[config.mk]
export PLATFORM = sky130hd
export DESIGN_NAME = ccw_ram
export DESIGN_NICKNAME = d
export VERILOG_FILES = /design/src/sv/ccw_ram.sv
export SDC_FILE = /design/constraint.sdc
export NUM_CORES = 1
export LEC_CHECK = 0
export ABC_AREA = 0
export BUFFER_PORTS_ARGS = -buffer_cell sky130_fd_sc_hd__buf_2
export CAP_MARGIN = 20
export CORE_ASPECT_RATIO = 1.1
export CORE_MARGIN = 10
export CORE_UTILIZATION = 50
export DETAILED_ROUTE_END_ITERATION = 12
export PLACE_DENSITY = 0.75
export SYNTH_ARGS = -nofsm -noshare
export SYNTH_HDL_FRONTEND = slang
export SYNTH_SLANG_ARGS = --single-unit
export TNS_END_PERCENT = 50
[constraint.sdc]
create_clock -name clk -period 2.9 [get_ports clk]
set_clock_uncertainty 0.2 [all_clocks]
set_input_delay 0.145 -clock clk [delete_from_list [all_inputs] [get_ports clk]]
set_output_delay 0.145 -clock clk [all_outputs]
set_load 0.01 [all_outputs]
[src/sv/ccw_ram.sv]
// Generic single-write, single-read synchronous RAM with registered read data.
// Depends on nothing.
module ccw_ram #(
	parameter int WIDTH = 8,
	parameter int DEPTH = 16
) (
	input  logic                     clk,
	input  logic                     we,
	input  logic [$clog2(DEPTH)-1:0] waddr,
	input  logic [WIDTH-1:0]         wdata,
	input  logic                     re,
	input  logic [$clog2(DEPTH)-1:0] raddr,
	output logic [WIDTH-1:0]         rdata
);

	logic [WIDTH-1:0] mem [DEPTH];

	// Write port
	always_ff @(posedge clk) begin
		if (we) begin
			mem[waddr] <= wdata;
		end
	end

	// Read port, old data on a same-address collision
	always_ff @(posedge clk) begin
		if (re) begin
			rdata <= mem[raddr];
		end
	end

endmodule

==> flow_summary.json <==
{
  "synth-seq-cells": 136,
  "p_int_mw": 3.55,
  "post_cts_buffers": 0,
  "wire_per_inst_um": 22.6,
  "yosys.area_share.simple_pct": 3.14,
  "yosysUniqueCellTypes": 18,
  "cp-end-kind": "flip-flop",
  "synth_common_cells": "edfxtp_1, mux4_2, a22oi_1",
  "hold_ws_ns": 0.111,
  "synth_top_area_cell": "edfxtp_1",
  "worstPathMaxFanout": 1,
  "clock_latency_ns": 0.41,
  "place_area_sq_um": 5540,
  "clockBufferDepth": 2,
  "nNetsFinal": 302,
  "cts-resized-gates": 0,
  "switching_share_pct": 19.0,
  "fp.dieH_um": 127,
  "worstPathArrival_ns": 1.68,
  "status": "complete, no violations",
  "syn_area_per_cell_sq_um": 22.8,
  "die_area_sq_um": 14900,
  "syn_to_final_growth_pct": 17.8,
  "cp.required_ns": 2.84,
  "cts_buffers": 17,
  "seqPwrFrac_pct": 51.0,
  "grt_use_total_pct": 13.6,
  "gr-total-overflow": 0,
  "via_per_inst": 5.60,
  "htree_levels": 4,
  "syn-cell-area_sq_um": 5230,
  "root_buffer": "clkbuf_16",
  "startpoint_type": "flip-flop",
  "io_pins": 27,
  "drive_gt1_share_pct": 25.2,
  "drtIter0Drc": 217,
  "placementRows": 39,
  "clk_pin_slew_worst_paths_ns": 0.05,
  "setup_violations": 0,
  "synthAdderAreaFrac_pct": 0,
  "start_util_pct": 50.8,
  "worst_pin_slew_ns": 0.921,
  "dr.pass1.iters": 5,
  "synth-compound-area-share_pct": 2.30,
  "cap_violations": 0,
  "vias": 2453,
  "finalHoldViolCount": 0,
  "min_period_ns": 1.74,
  "clock-sinks": 136,
  "fin_area_sq_um": 6160,
  "yosys_warnings": 0,
  "power_frac_clock_pct": 44.3,
  "grt_pass1_wl_um": 14900,
  "fillCellCount": 712,
  "grt_pass1_vias": 2605,
  "maxSlewViolCount": 0,
  "switching_power_mw": 0.829,
  "post-route-period-util_pct": 59.9,
  "synth.net_count": 248,
  "synth_area_leaders": "edfxtp_1, mux4_2, mux4_1",
  "io_buffers": 26,
  "synth.area.mux_share_pct": 14.8,
  "detailedPlace.worstSlack_ns": 0.830,
  "combPwrFrac_pct": 4.7,
  "synth-xor-area-share_pct": 0,
  "netlist.area_leader.share_pct": 78.1,
  "powerDensity_nw_per_um2": 710,
  "yosysMostFrequentCell": "edfxtp_1",
  "rsz0062_at_grt": "no",
  "synth_top_family_by_area": "multiplexers",
  "p_leak_nw": 2.06,
  "drc": 0,
  "die_w_um": 117,
  "async_flop_share_pct": 0,
  "place.gp.congestion": 0.739,
  "relSlewSlack_pct": 38.3,
  "ant_nets": 0,
  "ir_drop_uv": 293,
  "min_path_type": "input port to flip-flop",
  "synth-edff-count": 136,
  "finalSetupTns_ns": 0,
  "yosysSeqAreaShare_pct": 78.1,
  "core_area_sq_um": 10300,
  "grt_max_degree": 33,
  "netlist_instances": 229,
  "grt_antenna_before_repair": 1,
  "wl_um": 9900,
  "fin_ws_ns": 1.16,
  "synth_ff_type": "edfxtp_1",
  "critical_path_class": "flip-flop to flip-flop",
  "timing.fmax_mhz": 576,
  "dpl.hpwl_um": 5930,
  "cts_tree": "built"
}
[worst paths after layout]
| path | to | slack, ns | from | depth (start not counted) |
|---|---|---|---|---|
| worst min-delay path | mem[0][7] | 0.11 | waddr[0] | 3 |
| worst max-delay path | rdata[0] | 1.16 | mem[2][0] | 3 |
| worst min register to register | rdata[4] | 0.56 | mem[11][4] | 3 |
| worst max register to register | rdata[0] | 1.16 | mem[2][0] | 3 |
[state kept, by name, summed over array words and instances (netlist names)]
signal and count:
mem 128, rdata 8
[cells in the final DEF (no fill, tap or decap)]
cell type,n
nor2b_1,1
and2b_1,1
clkbuf_1,6
nor3_1,4
nand3_1,1
mux4_2,18
diode_2,1
clkinv_1,5
nand2b_1,2
nand2_1,9
buf_4,9
clkbuf_16,17
or3b_2,1
dlygate4sd3_1,9
mux4_1,14
edfxtp_1,136
a22oi_1,16
buf_2,26
bufinv_16,2
and2_1,1
buf_12,1
nor2_1,13
nand3b_1,2
[routing by layer]
metal,up-vias,GRT usage [%],share of wire (%)
met3,14,4.54,6.4
met1,1264,15.9,41
met4,0,6.55,1.8
met5,-,0,0
met2,87,22.3,51
li1,1088,-,-
[cells by family (layout without fill, tap and decap cells)]
group	Yosys count	in the layout
AND/OR/NAND/NOR	35	35
multiplexers	32	32
other	0	1
flip-flops	136	136
buffers and inverters	10	75
AO/OA/AOI/OAI	16	16
[power groups by stage]
stage	registers, mW	clock network, mW	logic (mW)
after floorplan	2.27	0	0.112
after global placement	2.27	0	0.194
after detailed placement	2.27	0	0.200
after CTS	2.23	1.96	0.211
after global routing	2.23	2.05	0.223
final	2.23	1.94	0.206
[layout make-up]
class / count / area (sq um) / area share [%]
flip-flops and latches: 136 / 4080 / 66.3
multi-input cells: 83 / 1060 / 17.2
clock buffers: 23 / 448 / 7.27
repair buffers: 45 / 308 / 5.00
well taps: 143 / 179 / 2.91
clock inverters: 7 / 78.8 / 1.28
diodes: 1 / 2.50 / 0.0406
[critical path, stage by stage (launching register included)]
cell,delay (ns)
edfxtp_1,0.37
mux4_1,0.50
a22oi_1,0.28
nand2_1,0.13
[through the flow]
stage | util (%) | cells | power [mW]
5_1_grt | 59.8 | 437 | 4.50
3_3_place_gp | 53.8 | 398 | 2.46
6_report | 59.8 | 438 | 4.37
3_5_place_dp | 53.8 | 398 | 2.47
2_1_floorplan | - | 229 | 2.38
4_1_cts | 59.8 | 437 | 4.40
[repair_timing]
| action | CTS | global route |
|---|---|---|
| endpoints found under the setup margin | 0 | 0 |
| hold buffers | 9 | 0 |
| endpoints found under the hold margin | 136 | 0 |
No activity file was read; power rests on OpenSTA's default activity.
