[src/sv/ccw_pkg.sv]
// Shared types, constants and tables for the text console character writer.
// Depends on nothing; ccw_cursor, ccw_cell, the core and the testbench import it.
package ccw_pkg;

	// Screen geometry
	localparam int COLUMNS = 64;
	localparam int ROWS    = 32;
	localparam int COL_W   = $clog2(COLUMNS);
	localparam int ROW_W   = $clog2(ROWS);
	localparam int CELLS   = ROWS * COLUMNS;
	localparam int ADDR_W  = $clog2(CELLS);

	localparam logic [COL_W-1:0]  COL_LAST = COL_W'(COLUMNS - 1);
	localparam logic [ROW_W-1:0]  ROW_LAST = ROW_W'(ROWS - 1);
	localparam logic [ADDR_W-1:0] COLS_A   = ADDR_W'(COLUMNS);

	// Field widths
	localparam int CH_W     = 8;
	localparam int COLOUR_W = 24;
	localparam int EPOCH_W  = 32;
	localparam int IN_W     = 24;
	localparam int OUT_W    = 72;
	localparam int OUT_PAD  = OUT_W - 68;
	localparam int CFG_IDX_W = 8;
	localparam int CFG_DAT_W = 32;

	// Item kinds
	localparam logic [1:0] KIND_CHAR = 2'd0;
	localparam logic [1:0] KIND_POS  = 2'd1;
	localparam logic [1:0] KIND_READ = 2'd2;

	// Control characters
	localparam logic [CH_W-1:0] CH_RETURN    = 8'd13;
	localparam logic [CH_W-1:0] CH_BACKSPACE = 8'd8;
	localparam logic [CH_W-1:0] CH_LINEFEED  = 8'd10;
	localparam logic [CH_W-1:0] CH_SPACE     = 8'd32;

	// Register indexes
	localparam logic [CFG_IDX_W-1:0] REG_LINE_FORE = 8'd0;
	localparam logic [CFG_IDX_W-1:0] REG_LINE_BACK = 8'd1;

	localparam logic [COLOUR_W-1:0] LINE_FORE_RST = 24'h00FF00;
	localparam logic [COLOUR_W-1:0] LINE_BACK_RST = 24'h181818;

	// One screen cell as stored; tag is the row epoch at the time of writing
	typedef struct packed {
		logic [EPOCH_W-1:0]  tag;
		logic [CH_W-1:0]     ch;
		logic [COLOUR_W-1:0] fore;
		logic [COLOUR_W-1:0] back;
	} cell_t;

	// Per physical row: epoch of the last clear and its fill colours
	typedef struct packed {
		logic [EPOCH_W-1:0]  epoch;
		logic [COLOUR_W-1:0] fore;
		logic [COLOUR_W-1:0] back;
	} row_t;

	// Item handed from the cursor stage to the cell stage
	typedef struct packed {
		logic              rd;
		logic              wr;
		logic [CH_W-1:0]   ch;
		logic [ADDR_W-1:0] addr;
		logic [5:0]        col;
		logic [4:0]        row;
		logic              scrolled;
	} item_t;

	typedef struct packed {
		logic              en;
		logic [ADDR_W-1:0] addr;
		cell_t             data;
	} cell_wr_t;

	typedef struct packed {
		logic             en;
		logic [ROW_W-1:0] addr;
		row_t             data;
	} row_wr_t;

	// Modulo tables for the 8-bit row and column fields
	typedef logic [ROW_W-1:0] row_tab_t [256];
	typedef logic [COL_W-1:0] col_tab_t [256];

	function automatic row_tab_t build_row_mod();
		row_tab_t tab;
		for (int i = 0; i < 256; i++) begin
			tab[i] = ROW_W'(i % ROWS);
		end
		return tab;
	endfunction

	function automatic col_tab_t build_col_mod();
		col_tab_t tab;
		for (int i = 0; i < 256; i++) begin
			tab[i] = COL_W'(i % COLUMNS);
		end
		return tab;
	endfunction

	localparam row_tab_t ROW_MOD = build_row_mod();
	localparam col_tab_t COL_MOD = build_col_mod();

endpackage

[src/sv/ccw_cell.sv]
// Cell stage: resolves cleared rows, forwards the last write, stores characters
// and holds the result register. Depends on ccw_pkg.
module ccw_cell import ccw_pkg::*; (
	input  logic             clk,
	input  logic             arst_n,
	input  logic             in_valid,
	input  item_t            in_item,
	output logic             in_ready,
	input  cell_t            cell_rdata,
	input  row_t             row_rdata,
	output cell_wr_t         cell_wr,
	output logic             out_valid,
	input  logic             out_ready,
	output logic [OUT_W-1:0] out_data
);

	logic     valid_s1;
	item_t    item_s1;
	logic     fwd_valid_q;
	logic [ADDR_W-1:0] fwd_addr_q;
	cell_t    fwd_data_q;
	logic     out_valid_q;
	logic [OUT_W-1:0] out_data_q;

	logic  adv;
	cell_t src, cur;
	logic [CH_W-1:0]     r_ch;
	logic [COLOUR_W-1:0] r_fore, r_back;

	assign adv      = valid_s1 && (!out_valid_q || out_ready);
	assign in_ready = !valid_s1 || adv;

	// Pick the newest copy of the cell, then replace stale cells by the row fill
	always_comb begin
		src = (fwd_valid_q && (fwd_addr_q == item_s1.addr)) ? fwd_data_q : cell_rdata;
		if (src.tag == row_rdata.epoch) begin
			cur = src;
		end else begin
			cur = '{tag: row_rdata.epoch, ch: CH_SPACE, fore: row_rdata.fore,
				back: row_rdata.back};
		end
		cell_wr.en   = adv && item_s1.wr;
		cell_wr.addr = item_s1.addr;
		cell_wr.data = '{tag: row_rdata.epoch, ch: item_s1.ch, fore: cur.fore,
			back: cur.back};
		r_ch   = item_s1.rd ? cur.ch : '0;
		r_fore = item_s1.rd ? cur.fore : '0;
		r_back = item_s1.rd ? cur.back : '0;
	end

	// Stage register
	always_ff @(posedge clk or negedge arst_n) begin
		if (!arst_n) begin
			valid_s1 <= 1'b0;
		end else if (in_ready) begin
			valid_s1 <= in_valid;
		end
	end

	always_ff @(posedge clk) begin
		if (in_ready && in_valid) begin
			item_s1 <= in_item;
		end
	end

	// Forwarding register: last cell write, not yet visible to a read
	always_ff @(posedge clk or negedge arst_n) begin
		if (!arst_n) begin
			fwd_valid_q <= 1'b0;
		end else if (cell_wr.en) begin
			fwd_valid_q <= 1'b1;
		end
	end

	always_ff @(posedge clk) begin
		if (cell_wr.en) begin
			fwd_addr_q <= cell_wr.addr;
			fwd_data_q <= cell_wr.data;
		end
	end

	// Result register
	always_ff @(posedge clk or negedge arst_n) begin
		if (!arst_n) begin
			out_valid_q <= 1'b0;
		end else if (adv) begin
			out_valid_q <= 1'b1;
		end else if (out_ready) begin
			out_valid_q <= 1'b0;
		end
	end

	always_ff @(posedge clk) begin
		if (adv) begin
			out_data_q <= {{OUT_PAD{1'b0}}, r_back, r_fore, r_ch, item_s1.scrolled,
				item_s1.row, item_s1.col};
		end
	end

	assign out_valid = out_valid_q;
	assign out_data  = out_data_q;

endmodule

[config.mk]
export PLATFORM = sky130hd
export DESIGN_NAME = ccw_cell
export DESIGN_NICKNAME = d
export VERILOG_FILES = /design/src/sv/ccw_pkg.sv /design/src/sv/ccw_cell.sv
export SDC_FILE = /design/constraint.sdc
export NUM_CORES = 1
export LEC_CHECK = 0
export BUFFER_PORTS_ARGS = -buffer_cell sky130_fd_sc_hd__buf_2
export CAP_MARGIN = 40
export CORE_UTILIZATION = 25
export CTS_CLUSTER_SIZE = 12
export DETAILED_ROUTE_END_ITERATION = 10
export HOLD_SLACK_MARGIN = 0.06
export PLACE_DENSITY = 0.57
export SLEW_MARGIN = 20
export SYNTH_ARGS = -nofsm -noshare
export SYNTH_HDL_FRONTEND = slang
export SYNTH_SLANG_ARGS = --single-unit
[constraint.sdc]
create_clock -name clk -period 10 [get_ports clk]
set_input_delay 2 -clock clk [delete_from_list [all_inputs] [get_ports clk]]
set_output_delay 2 -clock clk [all_outputs]
set_load 0.01 [all_outputs]
==> results.py <==
metrics = {
    "run_status": {
        "outcome": "complete, no violations",
    },
    "global_routing": {
        "grt_use_met1_pct": 18.73,
        "grt_use_total_pct": 14.34,
        "grt_max_degree": 75,
        "grt_pass1_wl_microns": 44910,
        "grt_pass1_vias": 7103,
        "grt.overflow.total": 0,
        "grt_use_met3_pct": 4.446,
        "busiest_layer": "met2",
        "grtUsageMet2_pct": 22.49,
        "antenna_found_initial": 6,
    },
    "yosys": {
        "yosys-top-cells-area": "edfxtp_1 (60%), buf_4 (7.7%), mux2_2 (5.5%)",
        "yosysMostFrequentCell": "edfxtp_1",
        "synth_top_area_share_pct": 59.51,
        "synthArstFlopShare_pct": 1.478,
        "synth_area_leader_cell": "edfxtp_1",
        "synth_cell_types": 38,
        "ys_top_cells_by_count": "edfxtp_1 (200), buf_4 (103), mux2_2 (49), o211a_1 (49), o21a_1 (49)",
        "synth-warning-count": 0,
        "yosysSeqAreaShare_pct": 60.25,
        "synth-edff-count": 200,
        "synthCells": 702,
        "syn-mean-instance-area_sq_um": 14.38,
        "synth.cell_area_sq_um": 10090,
        "dominantRegCellSynth": "edfxtp_1",
        "synth-seq-cells": 203,
    },
    "sta": {
        "layout_setup_ws_ps": 2642,
        "fmax_mhz": 135.9,
        "rsz0062_at_grt": "no",
        "max_slew_margin_pct": 47.26,
        "finalCriticalPeriod_ps": 7358,
        "finalSetupViolations": 0,
        "setup_tns_ps": 0,
        "skew_ps": 8.873,
        "hold_viol": 0,
        "holdWs_ps": 417.2,
        "worst_slew_pin_slew_ps": 791.1,
        "slew_violations": 0,
        "period_share_pct": 73.58,
    },
    "floorplan": {
        "start_util_pct": 25.40,
        "dieHeight_microns": 202.9,
        "fp.coreArea_sq_um": 39730,
        "ios": 379,
        "dieWidth_microns": 202.9,
        "num_rows": 73,
        "dieArea_sq_um": 41180,
    },
    "critical_path": {
        "path_class": "input port to output pin",
        "rrSetupSlack_ps": 5500,
        "ff2ff_path_depth": 11,
        "cp_max_fo": 73,
        "slowest_stage": "buf_4",
        "path_cells": "buf_2, xnor2_1, nand4_1, nor4_1, nand4_1, a22oi_2, buf_4, nand4_1, buf_4, buf_4, buf_16, o21a_1, buf_2",
        "crit_buf_inv": 6,
        "arrival_ps": 5360,
        "startpoint_type": "input port",
        "end_kind": "output pin",
        "critPathMaxStageDelay_ps": 550,
        "r2r-start": "cell_wr[90]",
        "cp.required_ps": 8000,
        "r2r_end": "out_data[41]",
        "cp_top_family": "buffers and inverters",
    },
    "cells_and_area": {
        "fin_nets": 1179,
        "layoutNonFillerInstCount": 1521,
        "synthToLayoutAreaGrowth_pct": 27.49,
        "layout-drive-gt1-share_pct": 48.79,
    },
    "placed_design": {
        "gp_congestion": 0.7861,
        "hpwl_microns": 21160,
        "io_buffers": 374,
        "place_ws_ps": 2590,
        "placed_cells": 1468,
    },
    "min_path": {
        "min_path_type": "flip-flop to flip-flop",
        "min_from": "item_s1[7]",
        "whs_path_depth": 0,
        "holdPathEnd": "out_data[1]",
    },
    "pwr": {
        "power_density_nw_per_um2": 182.0,
        "finalPower_w": 0.002341,
        "leakagePower_nw": 5.473,
        "peakVddDrop_mv": 0.1308,
    },
    "clocking": {
        "cts_hold_buf": 0,
        "cts_root_buf": "clkbuf_16",
        "htree_levels": 1,
        "cts_inserted_buffers": 26,
        "cts-resized-gates": 0,
        "post_cts_buffers": 0,
        "cts_sinks": 203,
        "path_clk_slew_ps": 50,
        "clk_latency_ps": 530,
        "tritoncts": "done",
        "clk_path_buf_depth": 3,
    },
    "detailed_routing": {
        "num_vias": 6908,
        "totalWireLength_microns": 30360,
        "drtPass1Iterations": 4,
        "routedWlPerCell_microns": 19.96,
        "drc": 0,
        "ant_nets": 0,
        "first_iter_violations": 400,
        "vias_per_cell": 4.542,
    },
    "flow_run": {
        "cap_violations": 0,
    },
}
[through the flow]
stage | instance area [sq um] | utilization, %
floorplan | 10100 | -
global placement | 11780 | 29.65
detailed placement | 11810 | 29.72
CTS | 12780 | 32.16
global route | 12860 | 32.38
finish | 12870 | 32.38
[final cells by class]
| class | instances | area (sq um) |
|---|---|---|
| Antenna cell | 2 | 5.005 |
| Clock buffer | 34 | 721.9 |
| Clock inverter | 14 | 250.2 |
| Fill cell | 4038 | 26870 |
| Inverter | 14 | 52.55 |
| Multi-Input combinational cell | 341 | 3042 |
| Sequential cell | 203 | 6081 |
| Tap cell | 525 | 656.9 |
| Timing Repair Buffer | 388 | 2057 |
[sequential cells by signal, summed over array words and instances (netlist names)]
register     cells
valid_s1         1
out_data        68
cell_wr         19
fwd_addr_q      11
item_s1         14
fwd_data_q      88
fwd_valid_q      1
out_valid        1
[layer usage]
layer  routed length [microns]  share of wire [%]
met1                     13330                 44
met2                     13920                 46
met3                      2279                7.5
met4                       794                2.6
met5                        37               0.12
[worst reg2reg max path, delay by kind of cell (launching register included)]
family,cells,cell delay [ps]
xor+xnor,1,270
buf+inv,4,1220
simple gates,3,1260
flops,1,430
compound gates,3,1050
[worst max path at each step]
stage / end / from / cells past startpoint
2_1_floorplan: cell_wr[99] / out_ready / 2
3_3_place_gp: cell_wr[32] / row_rdata[70] / 12
3_5_place_dp: cell_wr[27] / row_rdata[63] / 12
4_1_cts: cell_wr[27] / row_rdata[70] / 12
5_1_grt: cell_wr[27] / row_rdata[69] / 13
6_report: cell_wr[27] / row_rdata[63] / 13
[cells in the final DEF (no fill, tap or decap), drive strengths merged, types with 2 or more instances in the layout]
cell type | synthesis | final
o21a | 49 | 49
mux2i | 14 | 14
a211oi | 3 | 3
xor2 | 5 | 5
nand2 | 2 | 2
inv | 14 | 14
nor3 | 9 | 9
o22ai | 5 | 5
conb | 1 | 4
a41o | 48 | 48
o211a | 49 | 49
nand2b | 14 | 14
bufinv | 0 | 7
mux2 | 49 | 49
nor4 | 8 | 8
buf | 122 | 388
dfrtp | 3 | 3
clkinv | 0 | 6
clkbuf | 25 | 34
and2 | 2 | 2
nor2b | 3 | 3
xnor2 | 46 | 46
diode | 0 | 2
nand4 | 17 | 17
edfxtp | 200 | 200
o2111ai | 3 | 3
[where the power goes]
part	total (W)	switching [W]	internal, W
Combinational	0.000267	0.000156	0.000111
Clock	0.00106	0.000370	0.000687
Sequential	0.00102	0.0000180	0.000999
[cells by family (layout without fill, tap and decap cells)]
group	after synthesis	after routing	synth area share, %
other cells	1	6	0.03716
flops	203	203	60.25
compound gates	163	163	14.82
xor+xnor	51	51	4.426
simple gates	60	60	3.608
buf+inv	161	450	10.00
mux	63	63	6.856
(Power assumes the default switching activity.)
