### src/sv/ccw_pkg.sv
// Shared types, constants and tables for the text console character writer.
// Depends on nothing; ccw_cursor, ccw_cell, the core and the testbench import it.
package ccw_pkg;

	// Screen geometry
	localparam int COLUMNS = 64;
	localparam int ROWS    = 32;
	localparam int COL_W   = $clog2(COLUMNS);
	localparam int ROW_W   = $clog2(ROWS);
	localparam int CELLS   = ROWS * COLUMNS;
	localparam int ADDR_W  = $clog2(CELLS);

	localparam logic [COL_W-1:0]  COL_LAST = COL_W'(COLUMNS - 1);
	localparam logic [ROW_W-1:0]  ROW_LAST = ROW_W'(ROWS - 1);
	localparam logic [ADDR_W-1:0] COLS_A   = ADDR_W'(COLUMNS);

	// Field widths
	localparam int CH_W     = 8;
	localparam int COLOUR_W = 24;
	localparam int EPOCH_W  = 32;
	localparam int IN_W     = 24;
	localparam int OUT_W    = 72;
	localparam int OUT_PAD  = OUT_W - 68;
	localparam int CFG_IDX_W = 8;
	localparam int CFG_DAT_W = 32;

	// Item kinds
	localparam logic [1:0] KIND_CHAR = 2'd0;
	localparam logic [1:0] KIND_POS  = 2'd1;
	localparam logic [1:0] KIND_READ = 2'd2;

	// Control characters
	localparam logic [CH_W-1:0] CH_RETURN    = 8'd13;
	localparam logic [CH_W-1:0] CH_BACKSPACE = 8'd8;
	localparam logic [CH_W-1:0] CH_LINEFEED  = 8'd10;
	localparam logic [CH_W-1:0] CH_SPACE     = 8'd32;

	// Register indexes
	localparam logic [CFG_IDX_W-1:0] REG_LINE_FORE = 8'd0;
	localparam logic [CFG_IDX_W-1:0] REG_LINE_BACK = 8'd1;

	localparam logic [COLOUR_W-1:0] LINE_FORE_RST = 24'h00FF00;
	localparam logic [COLOUR_W-1:0] LINE_BACK_RST = 24'h181818;

	// One screen cell as stored; tag is the row epoch at the time of writing
	typedef struct packed {
		logic [EPOCH_W-1:0]  tag;
		logic [CH_W-1:0]     ch;
		logic [COLOUR_W-1:0] fore;
		logic [COLOUR_W-1:0] back;
	} cell_t;

	// Per physical row: epoch of the last clear and its fill colours
	typedef struct packed {
		logic [EPOCH_W-1:0]  epoch;
		logic [COLOUR_W-1:0] fore;
		logic [COLOUR_W-1:0] back;
	} row_t;

	// Item handed from the cursor stage to the cell stage
	typedef struct packed {
		logic              rd;
		logic              wr;
		logic [CH_W-1:0]   ch;
		logic [ADDR_W-1:0] addr;
		logic [5:0]        col;
		logic [4:0]        row;
		logic              scrolled;
	} item_t;

	typedef struct packed {
		logic              en;
		logic [ADDR_W-1:0] addr;
		cell_t             data;
	} cell_wr_t;

	typedef struct packed {
		logic             en;
		logic [ROW_W-1:0] addr;
		row_t             data;
	} row_wr_t;

	// Modulo tables for the 8-bit row and column fields
	typedef logic [ROW_W-1:0] row_tab_t [256];
	typedef logic [COL_W-1:0] col_tab_t [256];

	function automatic row_tab_t build_row_mod();
		row_tab_t tab;
		for (int i = 0; i < 256; i++) begin
			tab[i] = ROW_W'(i % ROWS);
		end
		return tab;
	endfunction

	function automatic col_tab_t build_col_mod();
		col_tab_t tab;
		for (int i = 0; i < 256; i++) begin
			tab[i] = COL_W'(i % COLUMNS);
		end
		return tab;
	endfunction

	localparam row_tab_t ROW_MOD = build_row_mod();
	localparam col_tab_t COL_MOD = build_col_mod();

endpackage

### src/sv/ccw_cursor.sv
// Cursor stage: cursor, top-row ring pointer and scroll epoch; issues memory reads.
// Depends on ccw_pkg.
module ccw_cursor import ccw_pkg::*; (
	input  logic                clk,
	input  logic                arst_n,
	input  logic                en,
	input  logic [1:0]          kind,
	input  logic [CH_W-1:0]     ch,
	input  logic [7:0]          row,
	input  logic [7:0]          col,
	input  logic [COLOUR_W-1:0] line_fore,
	input  logic [COLOUR_W-1:0] line_back,
	output item_t               item,
	output logic [ROW_W-1:0]    row_raddr,
	output row_wr_t             row_wr
);

	logic [COL_W-1:0]   cur_x_q;
	logic [ROW_W-1:0]   cur_y_q;
	logic [ROW_W-1:0]   top_q;
	logic [EPOCH_W-1:0] epoch_q;

	logic [ROW_W-1:0] r_mod, by, ny, sel_row, prow;
	logic [COL_W-1:0] c_mod, bx, nx, sel_col;
	logic             active, down, scroll, store;
	logic [ROW_W:0]   psum;
	logic [ADDR_W-1:0] addr;

	// Cursor update for one item
	always_comb begin
		r_mod  = ROW_MOD[row];
		c_mod  = COL_MOD[col];
		bx     = (kind == KIND_POS) ? c_mod : cur_x_q;
		by     = (kind == KIND_POS) ? r_mod : cur_y_q;
		active = (kind == KIND_CHAR) || (kind == KIND_POS);
		nx     = bx;
		ny     = by;
		down   = 1'b0;
		store  = 1'b0;
		scroll = 1'b0;
		if (active) begin
			case (ch)
				CH_RETURN: nx = '0;
				CH_BACKSPACE: begin
					if (bx != '0) begin
						nx = bx - COL_W'(1);
					end else if (by != '0) begin
						ny = by - ROW_W'(1);
						nx = COL_LAST;
					end
				end
				CH_LINEFEED: down = 1'b1;
				default: begin
					store = 1'b1;
					if (bx == COL_LAST) begin
						nx   = '0;
						down = 1'b1;
					end else begin
						nx = bx + COL_W'(1);
					end
				end
			endcase
		end
		if (down) begin
			if (by == ROW_LAST) begin
				scroll = 1'b1;
			end else begin
				ny = by + ROW_W'(1);
			end
		end
	end

	// Logical to physical cell address through the ring pointer
	always_comb begin
		sel_row = (kind == KIND_READ) ? r_mod : by;
		sel_col = (kind == KIND_READ) ? c_mod : bx;
		psum    = {1'b0, top_q} + {1'b0, sel_row};
		if (psum >= (ROW_W + 1)'(ROWS)) begin
			psum = psum - (ROW_W + 1)'(ROWS);
		end
		prow = psum[ROW_W-1:0];
		addr = ADDR_W'(prow) * COLS_A + ADDR_W'(sel_col);
	end

	// Outputs to the memories and the cell stage
	always_comb begin
		row_raddr       = prow;
		item.rd         = (kind == KIND_READ);
		item.wr         = store;
		item.ch         = ch;
		item.addr       = addr;
		item.col        = 6'(nx);
		item.row        = 5'(ny);
		item.scrolled   = scroll;
		row_wr.en       = en && scroll;
		row_wr.addr     = top_q;
		row_wr.data     = '{epoch: epoch_q + EPOCH_W'(1), fore: line_fore, back: line_back};
	end

	// Cursor, ring pointer and epoch registers
	always_ff @(posedge clk or negedge arst_n) begin
		if (!arst_n) begin
			cur_x_q <= '0;
			cur_y_q <= '0;
			top_q   <= '0;
			epoch_q <= '0;
		end else if (en) begin
			cur_x_q <= nx;
			cur_y_q <= ny;
			if (scroll) begin
				top_q   <= (top_q == ROW_LAST) ? '0 : top_q + ROW_W'(1);
				epoch_q <= epoch_q + EPOCH_W'(1);
			end
		end
	end

endmodule

### config.mk
export PLATFORM = sky130hd
export DESIGN_NAME = ccw_cursor
export DESIGN_NICKNAME = d
export VERILOG_FILES = /design/src/sv/ccw_pkg.sv /design/src/sv/ccw_cursor.sv
export SDC_FILE = /design/constraint.sdc
export NUM_CORES = 1
export LEC_CHECK = 0
export BUFFER_PORTS_ARGS = -buffer_cell sky130_fd_sc_hd__buf_2
export CELL_PAD_IN_SITES_DETAIL_PLACEMENT = 1
export CELL_PAD_IN_SITES_GLOBAL_PLACEMENT = 1
export CORE_MARGIN = 2
export CORE_UTILIZATION = 34
export DETAILED_ROUTE_END_ITERATION = 6
export GPL_ROUTABILITY_DRIVEN = 0
export PLACE_DENSITY = 0.93
export SLEW_MARGIN = 10
export SYNTH_ARGS = -nofsm -noshare
export SYNTH_HDL_FRONTEND = slang
export SYNTH_SLANG_ARGS = --single-unit
### constraint.sdc
create_clock -name clk -period 3.4 [get_ports clk]
set_clock_uncertainty 0.2 [all_clocks]
set_input_delay 0 -clock clk [delete_from_list [all_inputs] [get_ports clk]]
set_output_delay 0 -clock clk [all_outputs]
set_load 0.01 [all_outputs]
==> metrics.md <==
| Metric | Value |
|---|---|
| CTS sink count | `between 40 and 50` |
| Critical path peak fanout | `7` |
| Aggregate negative setup slack | `0 ns` |
| Sum of buffers and inverters on the critical path | `2` |
| TritonCTS clock tree | `yes` |
| Origin of the critical flop-to-flop path | `cur_y_q[0]` |
| Netlist cell types | `59` |
| First-pass GRT wire length | `20.9 mm` |
| Most numerous cell on the critical path | `mux2_2` |
| Number of max-slew violations in the final report | `0` |
| Relative contribution of sequential cells to total power | `32.2%` |
| Routed len/inst | `between 15 and 20 microns` |
| Area enclosed by the die boundary | `around 0.014 sq mm` |
| First DRT Iteration DRCs | `160` |
| Seq cells post-synth | `48` |
| Clock-pin transition on the worst setup and hold timing paths | `about 0.070 ns` |
| Crit path max-delay family | `multiplexers` |
| Number of instances in the synthesized netlist | `510` |
| Worst Path Required | `about 3.2 ns` |
| Worst ir drop on vdd | `between 0.15 and 0.2 mV` |
| CP Cell Sequence | `mux2_2, inv_1, ha_1, nor3b_1, and4_1, nand4_1, mux2_2, o21ai_0, buf_2` |
| Leading cell type in the layout, fill and taps excluded | `buf_2` |
| Most frequently used flop master after synthesis | `dfrtp_1` |
| Setup Slack @ Placement | `0.447 ns` |
| Largest net degree at the start of global routing | `32` |
| Kind of path behind the tightest hold check | `in2async` |
| Transition time of the tightest slew-check pin | `between 0.8 and 0.9 ns` |
| DIE WIDTH | `about 120 microns` |
| Per-instance average area after synthesis | `around 8.4 sq um` |
| Part of the cycle the worst path needs | `approximately nine tenths` |
| Worst setup path class | `reg2out` |
| Synthesis Warnings | `0` |
| Non-filler cells, final | `780` |
| Std cell rows | `41` |
| Layout overhead on the synthesized area | `22.1%` |
| Max stage delay cell, worst path | `dfrtp_1` |
| Capturing point of the worst reg2reg path | `top_q[3]` |
| Power density of the placed cells | `slightly below 400 mW/mm^2` |
| Maximum level of the CTS H-tree | `2` |
| Startpoint types | `register` |
| DRC violations left | `0` |
| RSZ-0062 raised after global routing | `false` |
| Number of placed cells counting well taps | `between 700 and 800` |
| Diode count | `0` |
| Final setup viols | `0` |
| Static leakage power | `2.52 nW` |
| I/O pin cnt | `201` |
| Part of the total power dissipated in combinational logic | `around two fifths` |
| Share of total power consumed by net switching | `a little over a third` |
| Number of antenna violations at the first check in global routing | `0` |
| Die outline height | `117 microns` |
| P_int | `about 0.0013 W` |
| Longest individual stage delay on the worst path | `between 0.4 and 0.5 ns` |
| Number of clock buffers inserted by TritonCTS | `5` |
| Total core area | `approximately 0.013 sq mm` |
| Arrival time at the worst endpoint | `roughly 2.8 ns` |
| Starting Density | `roughly a third` |
| Sequential share of the synthesized area | `roughly 28%` |
| Final min period | `3.01 ns` |
| Final net count | `697` |
| Fin. Hold Viols | `0` |
| Commonest cells after routing, fill and taps aside | `buf_2 (99), nand2_1 (61), dlygate4sd3_1 (50), dfrtp_1 (48), xnor2_1 (45)` |
| Vias in the first global route | `4,258` |
| Power spent charging and discharging nets | `between 0.0007 and 0.0008 W` |
| FILL cells | `between 1.5k and 2k` |
| Number of detailed-routing iterations run before antenna repair | `4` |
| Global-route usage over all layers | `about a fifth` |
| Worst reg-to-reg setup slack | `0.70 ns` |
| Final Hold Slack | `~0.00061 ns` |
| Longest Clk Path Bufs | `2` |
| Vias per inst | `5.16` |
| Crit path depth | `9` |
| Number of nets in the synthesized netlist | `600` |
| Summed instance area of the synthesized netlist | `0.00431 sq mm` |
| Clk root buf | `clkbuf_16` |
| Wirelength, routed | `between 10 and 15 mm` |
| Element type at the critical path end | `output pin` |
| Count of buffers from port buffering | `99` |
| Fraction of final layout cells sized beyond drive strength 1 | `about 25%` |
| Worst Slack Setup Final | `about 0.4 ns` |
| Detailed placement HPWL | `10.2 mm` |
| Remaining Overflow, GRT | `0` |
| Number of enable-type register cells in the synthesized netlist | `0` |
| Worst skew pair latency | `0.29 ns` |
| Antenna Violating Nets Remaining | `0` |
| FFs w/ async S/R, synth | `100%` |
| Part of the power in the clock network | `approximately 30%` |
| Headroom to the max-slew limit | `43.6%` |
| Vias | `~4.0k` |
| Highest Clock Rate | `332 MHz` |
| Status | `complete, no violations` |
| Number of violations of the max-capacitance limit | `0` |
| Number of cells traversed by the worst register-to-register path | `10` |
| Post-CTS sizing | `0` |
kinds of logic (layout without fill, tap and decap cells):
kind of cell    Yosys count  count (layout)  synth area share (%)
simple gates            187             187                  21.6
compound gates           80              80                  12.8
fa+ha+maj                13              13                  3.95
mux                      21              21                  5.23
flops                    48              48                  27.9
xor+xnor                 67              67                  13.6
buf+inv                  94             192                  14.8
sequential cells by signal (all words and copies together) (netlist names):
signal,flops
cur_y_q,5
top_q,5
cur_x_q,6
epoch_q,32
timing repair:
item                                   4_1_cts  5_1_grt
hold buffers                                50        0
setup buffers                                0        0
endpoints found under the hold margin       71        0
Yosys cell counts (4+ instances only):
cell type	n	share of area [%]
ha_1	12	3.5
nand2_1	61	5.3
o21ai_0	15	1.7
inv_1	16	1.4
or4b_2	4	0.93
mux2_2	12	3.1
nor4_1	5	0.73
nand2b_1	4	0.58
dfrtp_1	48	28
nor3_1	8	0.93
nand3_1	24	2.8
xnor2_1	45	9.1
xor2_1	22	4.5
nand4_1	8	1.2
a31oi_1	6	0.87
nor2_1	36	3.1
mux2i_1	9	2.1
buf_4	66	12
clkbuf_1	8	0.70
o31ai_1	7	1.2
a21oi_1	25	2.9
and3_1	11	1.6
metal layers:
metal	wire, microns	global-route usage [%]
met1	5410	22.4
met3	706	3.01
met5	0	0
met4	310	6.12
met2	6990	36.2
cell type report:
type	instances	area, sq um	share of cell area (%)
Multi-Input combinational cell	368	2470	46.9
Sequential cell	48	1200	22.8
Timing Repair Buffer	167	1130	21.5
Tap cell	172	215	4.09
Clock buffer	6	139	2.64
Inverter	17	68.8	1.31
Clock inverter	2	38.8	0.737
metrics by stage:
step                      cell area (sq um)  power [W]  utilization, %
after floorplan                        4310    0.00118               -
after global placement                 4580    0.00135            36.6
after detailed placement               4580    0.00139            36.6
after CTS                              5260    0.00206            42.0
after global routing                   5260    0.00217            42.0
final                                  5260    0.00205            42.0
power by group through the flow:
stage | Sequential (W) | Clock [W] | Combinational, W
2_1_floorplan | 0.000653 | 0 | 0.000523
3_3_place_gp | 0.000665 | 0 | 0.000685
3_5_place_dp | 0.000671 | 0 | 0.000722
4_1_cts | 0.000659 | 0.000614 | 0.000789
5_1_grt | 0.000667 | 0.000639 | 0.000863
6_report | 0.000660 | 0.000598 | 0.000792
worst max path at each step:
stage	from	to	slack, ns
floorplan	cur_y_q[0]	cur_y_q[4]	0.51
global placement	kind[1]	top_q[3]	0.53
detailed placement	kind[1]	top_q[3]	0.45
CTS	cur_x_q[0]	item[4]	0.42
global route	epoch_q[2]	row_wr[79]	0.28
finish	cur_x_q[0]	item[4]	0.39
(Power assumes the default switching activity.)
